--- config.mk ---
export PLATFORM = sky130hd
export DESIGN_NAME = led_blink_code_sequencer_top
export DESIGN_NICKNAME = d
export VERILOG_FILES = /design/src/sv/lbcs_pkg.sv /design/src/sv/lbcs_cfg_regs.sv /design/src/sv/lbcs_blink_core.sv /design/src/sv/led_blink_code_sequencer_top.sv
export SDC_FILE = /design/constraint.sdc
export NUM_CORES = 1
export LEC_CHECK = 0
export BUFFER_PORTS_ARGS = -buffer_cell sky130_fd_sc_hd__buf_2
export CORE_UTILIZATION = 50
export CTS_BUF_LIST = sky130_fd_sc_hd__clkbuf_8
export DETAILED_ROUTE_END_ITERATION = 8
export HOLD_SLACK_MARGIN = 0.12
export PLACE_DENSITY = 0.69
export SKIP_LAST_GASP = 1
export SYNTH_ARGS = -nofsm -noshare
export SYNTH_HDL_FRONTEND = slang
export SYNTH_SLANG_ARGS = --single-unit
--- constraint.sdc ---
create_clock -name clk -period 8 [get_ports clk]
set_input_delay 1.6 -clock clk [delete_from_list [all_inputs] [get_ports clk]]
set_output_delay 1.6 -clock clk [all_outputs]
set_load 0.05 [all_outputs]
--- src/sv/lbcs_pkg.sv ---
`default_nettype none

package lbcs_pkg;

	localparam int unsigned TIME_W  = 32;
	localparam int unsigned MS_W    = 16;
	localparam int unsigned COUNT_W = 8;
	localparam int unsigned MODE_W  = 3;
	localparam int unsigned IDX_W   = 3;

	localparam int unsigned IN_TDATA_W  = 40;
	localparam int unsigned OUT_TDATA_W = 8;

	// link modes
	localparam logic [MODE_W-1:0] LINK_TCP  = 3'd1;
	localparam logic [MODE_W-1:0] MODE_LAST = 3'd5;

	// register indexes
	localparam logic [IDX_W-1:0] REG_MODE_ON    = 3'd0;
	localparam logic [IDX_W-1:0] REG_MODE_OFF   = 3'd1;
	localparam logic [IDX_W-1:0] REG_WEB_PERIOD = 3'd2;
	localparam logic [IDX_W-1:0] REG_WEB_BLINKS = 3'd3;
	localparam logic [IDX_W-1:0] REG_GAP_BASE   = 3'd4;
	localparam logic [IDX_W-1:0] REG_GAP_STEP   = 3'd5;

	localparam logic [MS_W-1:0]    RST_MODE_ON    = 16'd180;
	localparam logic [MS_W-1:0]    RST_MODE_OFF   = 16'd120;
	localparam logic [MS_W-1:0]    RST_WEB_PERIOD = 16'd400;
	localparam logic [COUNT_W-1:0] RST_WEB_BLINKS = 8'd5;
	localparam logic [MS_W-1:0]    RST_GAP_BASE   = 16'd2500;
	localparam logic [MS_W-1:0]    RST_GAP_STEP   = 16'd300;

	typedef struct packed {
		logic [MS_W-1:0]    mode_on_ms;
		logic [MS_W-1:0]    mode_off_ms;
		logic [MS_W-1:0]    web_period_ms;
		logic [COUNT_W-1:0] web_blinks;
		logic [MS_W-1:0]    gap_base_ms;
		logic [MS_W-1:0]    gap_step_ms;
	} cfg_t;

	// one poll, already decoded into what the blink core needs
	typedef struct packed {
		logic [TIME_W-1:0]  now_ms;
		logic               connected;
		logic               run_blink;
		logic [MS_W-1:0]    on_ms;
		logic [MS_W-1:0]    off_ms;
		logic [COUNT_W-1:0] count;
		logic [MS_W-1:0]    gap_ms;
	} poll_t;

endpackage

`default_nettype wire

--- src/sv/lbcs_cfg_regs.sv ---
`default_nettype none

module lbcs_cfg_regs
	import lbcs_pkg::*;
(
	input  wire logic                clk,
	input  wire logic                arst_n,
	input  wire logic                cfg_valid,
	output logic                     cfg_ready,
	input  wire logic [IDX_W-1:0]    cfg_index,
	input  wire logic [MS_W-1:0]     cfg_data,
	output cfg_t                     cfg
);

	cfg_t cfg_q;

	assign cfg_ready = 1'b1;
	assign cfg      = cfg_q;

	always_ff @(posedge clk or negedge arst_n) begin
		if (!arst_n) begin
			cfg_q.mode_on_ms    <= RST_MODE_ON;
			cfg_q.mode_off_ms   <= RST_MODE_OFF;
			cfg_q.web_period_ms <= RST_WEB_PERIOD;
			cfg_q.web_blinks    <= RST_WEB_BLINKS;
			cfg_q.gap_base_ms   <= RST_GAP_BASE;
			cfg_q.gap_step_ms   <= RST_GAP_STEP;
		end else if (cfg_valid) begin
			unique case (cfg_index)
				REG_MODE_ON:    cfg_q.mode_on_ms    <= cfg_data;
				REG_MODE_OFF:   cfg_q.mode_off_ms   <= cfg_data;
				REG_WEB_PERIOD: cfg_q.web_period_ms <= cfg_data;
				REG_WEB_BLINKS: cfg_q.web_blinks    <= cfg_data[COUNT_W-1:0];
				REG_GAP_BASE:   cfg_q.gap_base_ms   <= cfg_data;
				REG_GAP_STEP:   cfg_q.gap_step_ms   <= cfg_data;
				default: ;
			endcase
		end
	end

endmodule

`default_nettype wire

--- src/sv/lbcs_blink_core.sv ---
`default_nettype none

module lbcs_blink_core
	import lbcs_pkg::*;
(
	input  wire logic  clk,
	input  wire logic  arst_n,
	input  wire logic  step,
	input  wire poll_t poll,
	output logic       state_led_next
);

	logic [TIME_W-1:0]  burst_start_q, blink_edge_q;
	logic               burst_active_q, lamp_lit_q, level_q;
	logic [COUNT_W-1:0] blinks_done_q;

	logic [TIME_W-1:0]  since_start, since_edge, interval;
	logic [TIME_W-1:0]  burst_start_d, blink_edge_d;
	logic               burst_active_d, lamp_lit_d, level_d;
	logic [COUNT_W-1:0] blinks_done_d;

	always_comb begin
		since_start = poll.now_ms - burst_start_q;
		since_edge  = poll.now_ms - blink_edge_q;
		interval    = lamp_lit_q ? {{(TIME_W-MS_W){1'b0}}, poll.on_ms}
		                         : {{(TIME_W-MS_W){1'b0}}, poll.off_ms};

		burst_start_d  = burst_start_q;
		blink_edge_d   = blink_edge_q;
		burst_active_d = burst_active_q;
		lamp_lit_d     = lamp_lit_q;
		blinks_done_d  = blinks_done_q;
		level_d        = level_q;

		if (poll.connected) begin
			level_d = 1'b1;
		end else if (poll.run_blink) begin
			if (!burst_active_q) begin
				level_d = 1'b0;
				if (since_start >= {{(TIME_W-MS_W){1'b0}}, poll.gap_ms})
					burst_active_d = 1'b1;
			end
			if (burst_active_d && since_edge >= interval) begin
				blink_edge_d = poll.now_ms;
				lamp_lit_d   = !lamp_lit_q;
				// a turn-off closes one blink
				if (lamp_lit_q)
					blinks_done_d = blinks_done_q + COUNT_W'(1);
				level_d = !lamp_lit_q;
			end
			if (blinks_done_d >= poll.count) begin
				blinks_done_d  = '0;
				lamp_lit_d     = 1'b0;
				burst_active_d = 1'b0;
				blink_edge_d   = '0;
				burst_start_d  = poll.now_ms;
			end
		end
	end

	assign state_led_next = level_d;

	always_ff @(posedge clk or negedge arst_n) begin
		if (!arst_n) begin
			burst_start_q  <= '0;
			blink_edge_q   <= '0;
			burst_active_q <= 1'b0;
			lamp_lit_q     <= 1'b0;
			blinks_done_q  <= '0;
			level_q        <= 1'b0;
		end else if (step) begin
			burst_start_q  <= burst_start_d;
			blink_edge_q   <= blink_edge_d;
			burst_active_q <= burst_active_d;
			lamp_lit_q     <= lamp_lit_d;
			blinks_done_q  <= blinks_done_d;
			level_q        <= level_d;
		end
	end

endmodule

`default_nettype wire

--- src/sv/led_blink_code_sequencer_top.sv ---
`default_nettype none

// Drives a state LED and an air-ready level from a stream of polls, one
// result beat per input beat. Each poll's mode timing (on, off, blink count
// and burst gap) is looked up as the poll enters the input register; when
// the output register is free or drained, a single pass of compare-and-update
// logic steps the blink state and loads the output register. A poll can be
// accepted every cycle while m_axis_tready does not hold the output, and the
// output register lets a new poll in while a result still waits. Configuration
// writes are always accepted and must only be made while no poll is in flight.
module led_blink_code_sequencer_top
	import lbcs_pkg::*;
(
	input  wire logic                   clk,
	input  wire logic                   arst_n,

	input  wire logic                   s_axis_tvalid,
	output logic                        s_axis_tready,
	// now_ms[31:0], connected[32], tcp_client_up[33], web_setup[34], mode[37:35]
	input  wire logic [IN_TDATA_W-1:0]  s_axis_tdata,

	output logic                        m_axis_tvalid,
	input  wire logic                   m_axis_tready,
	// state_led[0], air_ready_led[1]
	output logic [OUT_TDATA_W-1:0]      m_axis_tdata,

	input  wire logic                   cfg_valid,
	output logic                        cfg_ready,
	input  wire logic [IDX_W-1:0]       cfg_index,
	input  wire logic [MS_W-1:0]        cfg_data
);

	cfg_t cfg;

	lbcs_cfg_regs u_cfg (
		.clk       (clk),
		.arst_n    (arst_n),
		.cfg_valid (cfg_valid),
		.cfg_ready (cfg_ready),
		.cfg_index (cfg_index),
		.cfg_data  (cfg_data),
		.cfg       (cfg)
	);

	// input field decode
	logic [TIME_W-1:0] in_now;
	logic              in_conn, in_tcp, in_web;
	logic [MODE_W-1:0] in_mode;
	logic              mode_blinks;
	logic [MS_W+MODE_W-1:0] gap_dec;
	logic [MS_W-1:0]   mode_gap;
	poll_t             poll_d;
	logic              air_d;

	assign in_now  = s_axis_tdata[TIME_W-1:0];
	assign in_conn = s_axis_tdata[TIME_W];
	assign in_tcp  = s_axis_tdata[TIME_W+1];
	assign in_web  = s_axis_tdata[TIME_W+2];
	assign in_mode = s_axis_tdata[TIME_W+3 +: MODE_W];

	always_comb begin
		mode_blinks = (in_mode >= LINK_TCP) && (in_mode <= MODE_LAST);
		gap_dec     = {{MODE_W{1'b0}}, cfg.gap_step_ms} * {{MS_W{1'b0}}, in_mode};
		mode_gap    = (gap_dec >= {{MODE_W{1'b0}}, cfg.gap_base_ms}) ? '0
		              : cfg.gap_base_ms - gap_dec[MS_W-1:0];

		poll_d.now_ms    = in_now;
		poll_d.connected = in_conn;
		poll_d.run_blink = !in_conn && (in_web || mode_blinks);
		if (in_web) begin
			poll_d.on_ms  = cfg.web_period_ms;
			poll_d.off_ms = cfg.web_period_ms;
			poll_d.count  = cfg.web_blinks;
			poll_d.gap_ms = cfg.web_period_ms;
		end else begin
			poll_d.on_ms  = cfg.mode_on_ms;
			poll_d.off_ms = cfg.mode_off_ms;
			poll_d.count  = {{(COUNT_W-MODE_W){1'b0}}, in_mode};
			poll_d.gap_ms = mode_gap;
		end
		air_d = in_conn && ((in_mode != LINK_TCP) || in_tcp);
	end

	// input register and output register handshakes
	logic  valid_s1;
	poll_t poll_s1;
	logic  air_s1;
	logic  out_valid_q;
	logic  state_led_q, air_q;
	logic  advance, in_beat, state_led_next;

	assign advance       = !out_valid_q || m_axis_tready;
	assign s_axis_tready = !valid_s1 || advance;
	assign in_beat       = s_axis_tvalid && s_axis_tready;

	always_ff @(posedge clk or negedge arst_n) begin
		if (!arst_n) begin
			valid_s1    <= 1'b0;
			out_valid_q <= 1'b0;
		end else begin
			if (in_beat)
				valid_s1 <= 1'b1;
			else if (advance)
				valid_s1 <= 1'b0;
			if (advance)
				out_valid_q <= valid_s1;
		end
	end

	always_ff @(posedge clk) begin
		if (in_beat) begin
			poll_s1 <= poll_d;
			air_s1  <= air_d;
		end
		if (advance && valid_s1) begin
			state_led_q <= state_led_next;
			air_q       <= air_s1;
		end
	end

	lbcs_blink_core u_core (
		.clk            (clk),
		.arst_n         (arst_n),
		.step           (valid_s1 && advance),
		.poll           (poll_s1),
		.state_led_next (state_led_next)
	);

	assign m_axis_tvalid = out_valid_q;
	assign m_axis_tdata  = {{(OUT_TDATA_W-2){1'b0}}, air_q, state_led_q};

endmodule

`default_nettype wire
==> flow_summary.ini, run 1 <==
[status]
status = finished, final reports clean

[worst_setup_path]
crit_path_top_delay_cell = a2111oi_0
path_class = reg -> reg
cpMostUsedCell = a21o_1
reg2reg_depth = 32
endpoint_kind = flop
crit_arrival_ns = 8.15
worstPathRequired_ns = 8.53
crit_path_start_kind = flop
cp_max_fo = 4
r2r_setup_slack_ns = 0.38
crit_path_max_incr_delay_ns = 0.48

[clocking]
clockRootBuffer = clkbuf_8
cts_tree = built
clk_pin_slew_ns = 0.06
ctsHoldBuffers = 0
clk_latency_ns = 0.62
cts_buffer_depth = 3
cts.htree.levels = 2
cts.sinks = 258
cts_buffers = 48

[timing]
tns_ns = 0
setup_ws_ns = 0.385
finClkSkew_ns = 0.0167
drv_slew = 0
tightest_slew_ns = 1.02
max_freq_mhz = 131
hold_violations = 0
holdWs_ns = 0.428
fin_crit_ns = 7.62
period_share_pct = 95.2
setup_violations = 0
slew_headroom_pct = 32.2

[placement]
dp_slack_ns = 0.402
portBuffers = 65
dp_hpwl_mm = 34.3
gp_congestion = 0.947

[grt]
grt_max_degree = 93
grt_pass1_vias = 14089
antenna_found_initial = 0
grt_pass1_wl_mm = 73.7
grt.total_usage_pct = 26.0
gr-total-overflow = 0

[detailed_routing]
detail-route-antenna-nets = 0
wl_mm = 46.5
via_count = 14269
drtIter0Drc = 703
avgRoutedWirePerCell_um = 19.0
vias_per_cell = 5.85
first_pass_iters = 5
drc = 0

[logic_synthesis]
syn-instance-count = 1879
ys_async_sr_fraction_pct = 64.0
yosys.area_share.simple_pct = 13.5
synth_cell_types = 83
synthTopCellsByArea = dfrtp_1, edfxtp_1, ha_1
yosysMostFrequentCell = inv_1
synth_common_cells = inv_1, nand2_1, o21ai_0
synth.top_cell.area_share_pct = 20.1
synth_top_family_by_area = compound AO/OA/AOI/OAI gates
synth_area_um2 = 17800
synth_edf_count = 93
synth-seq-cells = 258
synth_flop_cell = dfrtp_1
synth_fa_ha_area_share_pct = 12.7
synth_compound_gate_area_share_pct = 18.5
synth_xor_area_share_pct = 3.34
yosys_warnings = 0
synthMuxAreaShare_pct = 6.46
ys_seq_area_share_pct = 39.0
post-synth-top-area-cell = dfrtp_1
syn_avg_cell_area_um2 = 9.48

[floorplan]
die_w_um = 191
dieHeight_um = 191
dieArea_um2 = 36400
initial_core_util_pct = 51.2
rows = 68
core-area_um2 = 34800
io_pins = 75

[cells_and_area]
antenna_cells = 0
post-route-util_pct = 56.7
layout.nets = 2180
syn_to_final_growth_pct = 10.8
drive_gt1_share_pct = 14.7

[power]
power_uw = 6230
ir_drop_mv = 0.173
powerDensity_nw_per_um2 = 316
cellLeakagePower_uw = 0.00887

[hold_path]
hold_depth = 0
min_path_type = reg -> reg

[flow_run]
maxCapViolCount = 0
what timing repair did:
action	CTS	global route
endpoints found under the setup margin	0	66
resized for setup	0	5
buffers inserted	0	1
report_power, final:
group	internal (µW)	switching [µW]
Sequential	1670	148
Combinational	1220	1800
Clock	792	598
area by class of cell:
class                   instances  area, µm²
multi-input cells            1336       9780
inverters                     209        785
clock inverters                31        253
fillers                      3058      15100
repair buffers                 93        597
flip-flops and latches        258       6950
clock buffers                  58        798
well taps                     455        569
registers in the layout, summed over array words and instances, names as in the netlist:
register,count
m_axis_tvalid,1
u_cfg.cfg,88
u_core.burst_start_q,32
air_q,1
u_core.burst_active_q,1
u_core.level_q,1
poll_s1,90
air_s1,1
u_core.lamp_lit_q,1
u_core.blinks_done_q,8
u_core.blink_edge_q,32
valid_s1,1
state_led_q,1
worst paths after layout:
kind	endpoint	startpoint
worst min register to register	air_q$_DFFE_PP_	air_s1$_DFFE_PP_
max in group asynchronous	valid_s1$_DFFE_PN0P_	arst_n
worst min-delay path	air_q$_DFFE_PP_	air_s1$_DFFE_PP_
worst max register to register	u_core.blinks_done_q[7]$_DFFE_PN0P_	poll_s1[61]$_DFFE_PP_
min in group asynchronous	u_core.burst_start_q[20]$_DFFE_PN0P_	arst_n
worst max-delay path	u_core.blinks_done_q[7]$_DFFE_PN0P_	poll_s1[61]$_DFFE_PP_
layer usage:
layer | vias up | track usage (%) | wire (µm)
li1 | 6871 | - | -
met1 | 6944 | 31.9 | 19800
met2 | 352 | 45.0 | 22800
met3 | 102 | 3.72 | 1970
met4 | 0 | 12.4 | 1880
met5 | - | 0 | 0
cells in the final DEF, fill, tap and decap left out, types with 19 or more instances in the layout:
cell type  instances
mux2_2            80
xor2_1            25
inv_1            225
a21oi_1           98
dfstp_2           22
and2_1            26
a22o_1            33
nand4_1           30
o21a_1            23
buf_4             24
mux2i_1           25
nand2_1          189
edfxtp_1          93
nor3_1            19
clkbuf_8          58
dfrtp_1          143
buf_2             64
xnor2_1           43
a21o_1            40
nor2_1            67
nand2b_1          20
ha_1             152
o21ai_0          157
nand3_1           29
worst max-delay path: cells and delay by family, from the launching register on:
family,cells,cell delay [ns]
simple gates,8,1.72
compound gates,17,3.54
mux,1,0.35
buf+inv,2,0.34
fa+ha+maj,3,0.93
xor+xnor,1,0.18
flops,1,0.45
stage by stage:
step / cells / instance area (µm²)
global route: 2440 / 19700
finish: 2440 / 19700
CTS: 2438 / 19700
global placement: 2349 / 18600
floorplan: 1884 / 17800
detailed placement: 2349 / 18600
kinds of logic after synthesis:
kind of cell	count (synthesis)
AOI/OAI and AO/OA	506
DFF	258
and+or+nand+nor	480
muxes	105
xor gates and xnor gates	68
adders and majority gates	170
other	2
buffers and inverters	290
Note: power is estimated with default switching activity, not from simulation.
==> run 2: changes to the inputs <==
Settings changed: ABC_AREA set to 1.
==> run 2 against run 1 <==
Effect of this change: global-route usage decreased by 0.63 points; routed wire length up 1.7%; core utilization fell by 1.2 points; first-iteration DRC count up 26%; synthesized cell count rose by 37%; hold slack improved by 0.012 ns; via count increased by 12%; highest routed layer unchanged.
==> flow_summary.ini, run 2 <==
[clocking]
clk_latency_ns = 0.64
cts.sinks = 258
clk_pin_slew_ns = 0.06
post_cts_buffers = 0
ctsHoldBuffers = 0
cts_buffer_depth = 3
clockRootBuffer = clkbuf_8
cts.htree.levels = 2
cts_buffers = 46
cts_tree = built
cts_resized = 0

[detailed_routing]
detail-route-antenna-nets = 0
first_pass_iters = 5
vias_per_cell = 5.07
drtIter0Drc = 883
drc = 0
avgRoutedWirePerCell_um = 15.0
via_count = 16003
wl_mm = 47.2

[placement]
dpl_cell_area_um2 = 19400
dp_hpwl_mm = 36.5
gp_congestion = 0.937
dp.cells = 3069
portBuffers = 65

[cells_and_area]
post-route-util_pct = 55.5
drive_gt1_share_pct = 7.89
layout_common_cells = nand2_1, inv_1, nor2_1
layout.nets = 2883
final_common_cell = nand2_1
final_area_um2 = 20300
top_register = poll_s1
syn_to_final_growth_pct = 8.93
largest_reg_flops = 90
layoutNonFillerInstCount = 3157

[timing]
drv_slew = 0
max_freq_mhz = 160
fin_crit_ns = 6.24
tightest_slew_ns = 1.17
finClkSkew_ns = 0.0278
rsz0062_at_grt = false
period_share_pct = 77.9
tns_ns = 0
hold_violations = 0
setup_violations = 0
slew_headroom_pct = 22.0

[worst_setup_path]
crit_path_top_delay_cell = buf_4
crit_path_max_incr_delay_ns = 0.50
crit_arrival_ns = 6.78
cp_max_fo = 63
crit_path_start_kind = flop
endpoint_kind = flop
cpMostUsedCell = nand2_1
worstPathRequired_ns = 8.55
path_class = reg -> reg

[power]
p_clk_share_pct = 17.2
combPwrFrac_pct = 56.5
p_sw_uw = 3400
seqPwrFrac_pct = 26.3
swShare_pct = 47.2
p_int_uw = 3810
power_uw = 7210
ir_drop_mv = 0.166
powerDensity_nw_per_um2 = 355
cellLeakagePower_uw = 0.0111

[grt]
grt_pass1_vias = 15695
gr-total-overflow = 0
grt_pass1_wl_mm = 77.2
antenna_found_initial = 2
grt_max_degree = 96
grt.total_usage_pct = 25.4

[status]
status = finished, final reports clean

[floorplan]
die_w_um = 195
dieHeight_um = 195
dieArea_um2 = 38100
rows = 70
core-area_um2 = 36600
io_pins = 75
initial_core_util_pct = 50.9

[logic_synthesis]
post-synth-top-area-cell = dfrtp_1
yosys_warnings = 0
ys_seq_area_share_pct = 37.3
synth_cell_types = 48
synth_area_um2 = 18600
syn_avg_cell_area_um2 = 7.24
yosysMostFrequentCell = nand2_1
ys_async_sr_fraction_pct = 64.0
synth_flop_cell = dfrtp_1
synth_common_cells = nand2_1, inv_1, nor2_1
synth_edf_count = 93
synthTopCellsByArea = dfrtp_1, nand2_1, edfxtp_1
syn-instance-count = 2577
synth.top_cell.area_share_pct = 19.2
synth-seq-cells = 258

[flow_run]
maxCapViolCount = 0

[hold_path]
min_path_type = reg -> reg
==> run 2: cell count changes after synthesis, sizes merged, moves of 20 or more <==
| cell | delta |
|---|---|
| a22o | -33 |
| a21o | -40 |
| clkbuf | -32 |
| nand3 | +62 |
| nor2 | +107 |
| xnor2 | -35 |
| mux2 | -80 |
| nand2b | -20 |
| nand2 | +717 |
| a21oi | +33 |
| inv | +246 |
==> run 2: kinds of logic after synthesis <==
logic type / count (synthesis) / share of synthesized area [%]
other cells: 2 / 0.0403
simple gates: 1245 / 27.0
fa+ha+maj: 170 / 12.1
flops: 258 / 37.3
xor+xnor: 45 / 2.11
buf+inv: 510 / 10.6
mux: 15 / 0.805
compound gates: 332 / 10.1
==> run 2: final timing paths <==
path	from	endpoint	slack [ns]	depth (start not counted)
max in group asynchronous	arst_n	m_axis_tvalid$_DFFE_PN0P_	5.55	2
max	poll_s1[58]$_DFFE_PP_	u_core.burst_start_q[18]$_DFFE_PN0P_	1.76	38
min reg2reg	air_s1$_DFFE_PP_	air_q$_DFFE_PP_	0.44	0
min in group asynchronous	arst_n	u_core.blink_edge_q[27]$_DFFE_PN0P_	0.98	1
min	air_s1$_DFFE_PP_	air_q$_DFFE_PP_	0.44	0
max reg2reg	poll_s1[58]$_DFFE_PP_	u_core.burst_start_q[18]$_DFFE_PN0P_	1.76	38
==> run 2: cell type report <==
| type | count | area, µm² |
|---|---|---|
| tap | 468 | 586 |
| fill | 3508 | 16300 |
| sequential | 258 | 6950 |
| antenna | 2 | 5.00 |
| clock inverter | 36 | 224 |
| multi-input combinational | 1814 | 9750 |
| clock buffer | 50 | 688 |
| timing repair buffer | 74 | 399 |
| inverter | 455 | 1710 |
==> run 2: worst max-delay path: cells and delay by family, from the launching register on <==
family / cells / cell delay, ns
flip-flops: 1 / 0.41
XOR/XNOR: 1 / 0.26
adder cells (fa/ha/maj): 4 / 1.16
AND/OR/NAND/NOR: 21 / 2.10
buffers and inverters: 4 / 0.82
AO/OA/AOI/OAI: 8 / 1.35
==> run 2: metrics by stage <==
step,hold WS [ns],worst slack (ns)
2_1_floorplan,0.400,2.19
3_3_place_gp,0.436,1.89
3_5_place_dp,0.433,1.76
4_1_cts,0.443,1.72
5_1_grt,0.450,1.11
6_report,0.440,1.76
==> run 2: power groups by stage <==
stage,logic [µW],clock network (µW),registers (µW)
6_report,4070,1240,1900
5_1_grt,4660,1330,1930
4_1_cts,4040,1270,1900
3_5_place_dp,4020,0,1920
3_3_place_gp,3900,0,1910
2_1_floorplan,3060,0,1870
==> run 2: per-layer routing <==
| layer | track usage [%] | vias up | part of all wire, % |
|---|---|---|---|
| met5 | 0 | - | 0 |
| met4 | 9.19 | 0 | 3.0 |
| met3 | 3.64 | 84 | 5.0 |
| met2 | 44.3 | 361 | 47 |
| met1 | 31.9 | 7331 | 45 |
| li1 | - | 8227 | - |
